[src/stbs_pkg.sv]
// ----------------------------------------------------------------------------
// Sorted table binary search package
// Shared constants, controller states and the command and status bundles
// that join the search controller to the datapath.
// ----------------------------------------------------------------------------
package stbs_pkg;

	// Default geometry of the table.
	localparam int DEPTH_DEF      = 1024;
	localparam int VALUE_BITS_DEF = 32;

	// Fixed widths of the port fields.
	localparam int WORD_W  = 32;
	localparam int SLOT_W  = 10;
	localparam int POS_W   = 10;
	localparam int COUNT_W = 11;

	// Request operation codes.
	localparam logic OP_WRITE  = 1'b0;
	localparam logic OP_SEARCH = 1'b1;

	typedef enum logic [1:0] {
		S_IDLE,
		S_ISSUE,
		S_COMPARE,
		S_FINISH
	} state_t;

	// Commands from the controller to the datapath.
	typedef struct packed {
		logic write;     // store the request word in the table
		logic load;      // capture the key and open the search window
		logic issue;     // read the probe entry
		logic step;      // narrow the window after a mismatch
		logic hit;       // record a match at the probe position
		logic miss;      // record a failed search
		logic out_load;  // move the result into the output register
	} cmd_t;

	// Status from the datapath to the controller.
	typedef struct packed {
		logic empty;     // window is empty, search has failed
		logic equal;     // probe entry matches the key
		logic less;      // probe entry is below the key
	} sts_t;

endpackage

[src/stbs_controller.sv]
// ----------------------------------------------------------------------------
// Search controller
// State machine that sequences table writes and the probe and compare steps
// of a search, and owns the request and response handshakes.
// ----------------------------------------------------------------------------
module stbs_controller import stbs_pkg::*; (
	input  logic  clk,
	input  logic  arst_n,
	input  logic  req_valid,
	output logic  req_stall,
	input  logic  op,
	output logic  rsp_valid,
	input  logic  rsp_stall,
	input  sts_t  sts,
	output cmd_t  cmd
);

	state_t state_q;
	state_t state_nxt;
	logic   rsp_valid_q;
	logic   out_free;

	assign out_free  = !rsp_valid_q || !rsp_stall;
	assign rsp_valid = rsp_valid_q;

	always_comb begin
		state_nxt = state_q;
		case (state_q)
			S_IDLE: begin
				if (req_valid && op == OP_SEARCH) begin
					state_nxt = S_ISSUE;
				end
			end
			S_ISSUE: begin
				state_nxt = sts.empty ? S_FINISH : S_COMPARE;
			end
			S_COMPARE: begin
				state_nxt = sts.equal ? S_FINISH : S_ISSUE;
			end
			S_FINISH: begin
				if (out_free) begin
					state_nxt = S_IDLE;
				end
			end
			default: begin
				state_nxt = S_IDLE;
			end
		endcase
	end

	always_comb begin
		cmd       = '0;
		req_stall = 1'b1;
		case (state_q)
			S_IDLE: begin
				req_stall = 1'b0;
				cmd.write = req_valid && op == OP_WRITE;
				cmd.load  = req_valid && op == OP_SEARCH;
			end
			S_ISSUE: begin
				cmd.issue = !sts.empty;
				cmd.miss  = sts.empty;
			end
			S_COMPARE: begin
				cmd.hit  = sts.equal;
				cmd.step = !sts.equal;
			end
			S_FINISH: begin
				cmd.out_load = out_free;
			end
			default: begin
				cmd = '0;
			end
		endcase
	end

	always_ff @(posedge clk or negedge arst_n) begin
		if (!arst_n) begin
			state_q     <= S_IDLE;
			rsp_valid_q <= 1'b0;
		end else begin
			state_q <= state_nxt;
			if (cmd.out_load) begin
				rsp_valid_q <= 1'b1;
			end else if (!rsp_stall) begin
				rsp_valid_q <= 1'b0;
			end
		end
	end

`ifndef SYNTHESIS
	// An accepted search always moves on to the issue state.
	assert property (@(posedge clk) disable iff (!arst_n)
		(req_valid && !req_stall && op == OP_SEARCH) |=> state_q == S_ISSUE)
		else $error("search request did not start a probe");

	// A write request completes in the cycle it is accepted.
	assert property (@(posedge clk) disable iff (!arst_n)
		(req_valid && !req_stall && op == OP_WRITE) |=> state_q == S_IDLE)
		else $error("write request left the controller busy");

	// A compare always follows a memory read.
	assert property (@(posedge clk) disable iff (!arst_n)
		state_q == S_COMPARE |-> $past(state_q) == S_ISSUE)
		else $error("compare without a preceding probe read");

	// A finished search waits while an earlier result is still stalled.
	assert property (@(posedge clk) disable iff (!arst_n)
		(state_q == S_FINISH && rsp_valid_q && rsp_stall) |=> state_q == S_FINISH)
		else $error("result overwrote a stalled response");
`endif

endmodule
[config.mk]
export PLATFORM = sky130hd
export DESIGN_NAME = stbs_controller
export DESIGN_NICKNAME = d
export VERILOG_FILES = /design/src/stbs_pkg.sv /design/src/stbs_controller.sv
export SDC_FILE = /design/constraint.sdc
export NUM_CORES = 1
export LEC_CHECK = 0
export ABC_AREA = 1
export BUFFER_PORTS_ARGS = -buffer_cell sky130_fd_sc_hd__buf_2
export CAP_MARGIN = 20
export CORE_AREA = 4 4 41 43
export DETAILED_ROUTE_END_ITERATION = 6
export DIE_AREA = 0 0 45 47
export PLACE_DENSITY_LB_ADDON = 0.25
export SYNTH_ARGS = -nofsm -noshare
export SYNTH_HDL_FRONTEND = slang
export SYNTH_SLANG_ARGS = --single-unit
[constraint.sdc]
create_clock -name clk -period 1.2 [get_ports clk]
set_input_delay 0 -clock clk [delete_from_list [all_inputs] [get_ports clk]]
set_output_delay 0 -clock clk [all_outputs]
set_load 0.02 [all_outputs]
==> reports/qor.csv <==
stage;metric;value;unit
critical_path;Worst setup startpoint;state_q[0];
clocking;CTS tree;done;
critical_path;cells on worst reg2reg path;4;
timing;Layout Skew;1.98;ps
critical_path;crit end category;primary output;
power;clock share of power;22.0;%
hold_path;HP Start;sts[2];
critical_path;crit path DAT;1090;ps
synth;Yosys warnings;0;
job;count of max-cap constraint violations;0;
power;Net Switching;0.000377;W
layout;antenna cells;0;
power;peak supply drop;539;µV
layout;final core occ;24.5;%
clocking;Num Clock Sinks;3;
detailed_routing;routed via count;238;
hold_path;class of the worst hold path;input pin to flop;
detailed_routing;drt initial violations;6;
timing;slew margin rel.;86.2;%
clocking;clock slew at reported path FFs;30;ps
power;Tot Pwr;0.000789;W
layout;fraction of layout cells with a size suffix above 1;42.9;%
timing;TNS Setup;0;ps
critical_path;worst reg2reg startpoint;state_q[0];
global_routing;total track usage;6.88;%
critical_path;CP Launch Type;flop;
synth;mean post-synth cell area;6.39;µm²
placed_design;post-placement cell area;273;µm²
status;outcome;finished, final reports clean;
global_routing;first-pass GRT wire length;945;µm
layout;Filler Cell Count;164;
detailed_routing;Final ANT Viol Nets;0;
placed_design;IO buf count;15;
global_routing;vias in the first global route;222;
timing;Min Clock Period, post-route;1090;ps
floorplan;total core area;0.00130;mm²
detailed_routing;vias per cell;3.72;
timing;count of pins over their slew limit;0;
critical_path;Reg-to-Reg End;state_q[0];
power;Leak Pwr;0.217;nW
timing;Hold Worst Slack;79.7;ps
power;Internal;0.000412;W
power;switching share of power;47.8;%
power;Pwr Density;2470;mW/mm²
clocking;CTS Buffer Depth;2;
layout;Sequential Area;75.1;µm²
synth;Yosys cell types;7;
layout;synthesis-to-layout area growth;78.3;%
floorplan;initial core utilization;13.8;%
clocking;H-Tree Depth;1;
synth;Net Count, Synth;36;
critical_path;R2R Setup Slk;330;ps
placed_design;DP HPWL;441;µm
clocking;later-pin clock latency in the skew report;230;ps
clocking;CTS buffer count;3;
clocking;Clock Root Buffer;clkbuf_4;
synth;Cells after Synth;28;
global_routing;initial antenna violation count;0;
placed_design;Routability Congestion;0.660;
timing;Least-Margin Pin Slew;207;ps
critical_path;Crit path required time;1200;ps
power;Comb pwr share;52.7;%
layout;nets;58;
hold_path;Hold Path End;state_q[0];
floorplan;Rows;13;
critical_path;critical path class;flop to primary output;
synth;Seq cells post-synth;3;
critical_path;CP Max Fanout;5;
floorplan;Die Area;0.00212;mm²
synth;Seq/Total Area, Yosys;42.0;%
timing;Peak Freq;0.921;GHz
layout;area of the multi-input gates;81.3;µm²
detailed_routing;Routed WL;535;µm
timing;Finish-stage setup viols;0;
floorplan;Die Y;47;µm
hold_path;hold depth;3;
clocking;post-CTS setup buffer count;0;
detailed_routing;routed len/inst;8.36;µm
global_routing;largest net degree at the start of global routing;7;
layout;Design Area, Final;319;µm²
floorplan;Die X;45;µm
power;sequential share of power;25.3;%
floorplan;# IOs;17;
synth;synthesized cell area;179;µm²
timing;Final Cycle Share;90.4;%
timing;Hold Vio Cnt, Final;0;
global_routing;gr ovfl total;0;
detailed_routing;drt first pass iters;2;
timing;RSZ-0062 raised after global routing;no;
detailed_routing;Residual DRC;0;
[cells by family after synthesis]
group         synth area share, %
simple gates                 45.5
flops                        42.0
buf+inv                      12.6
[flip-flops by register name, indices dropped and copies added, names as in the netlist]
name,flops
state_q,2
rsp_valid,1
[area by class of cell]
class	count	share of cell area (%)
inverters	6	7.06
flip-flops and latches	3	23.5
well taps	15	5.88
clock buffers	4	8.24
repair buffers	17	29.8
multi-input cells	19	25.5
[layer usage]
| layer | part of all wire [%] | GRT usage, % | vias up |
|---|---|---|---|
| met5 | 0 | 0 | - |
| met4 | 0 | 5.26 | 0 |
| met3 | 13 | 6.90 | 0 |
| met2 | 48 | 9.32 | 9 |
| met1 | 39 | 6.16 | 103 |
| li1 | - | - | 126 |
[power groups by stage]
| stage | clock network (W) | registers, W | logic (W) |
|---|---|---|---|
| 2_1_floorplan | 0 | 0.000204 | 0.000267 |
| 3_3_place_gp | 0 | 0.000195 | 0.000416 |
| 3_5_place_dp | 0 | 0.000194 | 0.000413 |
| 4_1_cts | 0.000182 | 0.000194 | 0.000422 |
| 5_1_grt | 0.000197 | 0.000210 | 0.000467 |
| 6_report | 0.000174 | 0.000200 | 0.000416 |
[critical path: stages (launching register included)]
cell	delay [ps]
dfrtp_1	430
inv_2	110
nand3_1	70
nor2_1	80
buf_2	160
[cell usage after synthesis]
master   n  area share, %
nand2_1  8             17
nand2_2  1            3.5
inv_1    6             13
dfrtp_1  3             42
nor2_1   4            8.4
nand3_1  5             14
nor3_1   1            2.8
[placed cells by master, fill, tap and decap left out]
master         instances
nor2_1                 4
dfrtp_1                3
buf_2                 15
clkbuf_4               3
nand3_1                5
dlygate4sd3_1          2
inv_2                  2
inv_1                  4
nor3_1                 1
nand2_2                1
clkbuf_1               1
nand2_1                8
[per-stage QoR]
| step | worst slack, ps | instances |
|---|---|---|
| CTS | 58.5 | 64 |
| detailed placement | 327 | 58 |
| global route | 21.0 | 64 |
| floorplan | 195 | 28 |
| global placement | 320 | 58 |
| finish | 115 | 64 |
[how the worst max path moves through the flow]
stage / end / slack, ps / cells past startpoint
6_report: cmd[6] / 110 / 4
5_1_grt: cmd[6] / 20 / 4
4_1_cts: cmd[4] / 60 / 4
3_5_place_dp: cmd[6] / 330 / 4
3_3_place_gp: cmd[4] / 320 / 4
2_1_floorplan: cmd[5] / 200 / 3
[repair_timing]
| action | in CTS | in global routing |
|---|---|---|
| endpoints found under the setup margin | 0 | 3 |
| hold buffers | 2 | 0 |
| resized for setup | 0 | 2 |
| hold endpoints to repair | 4 | 0 |
Power figures use the tool's default switching activity.
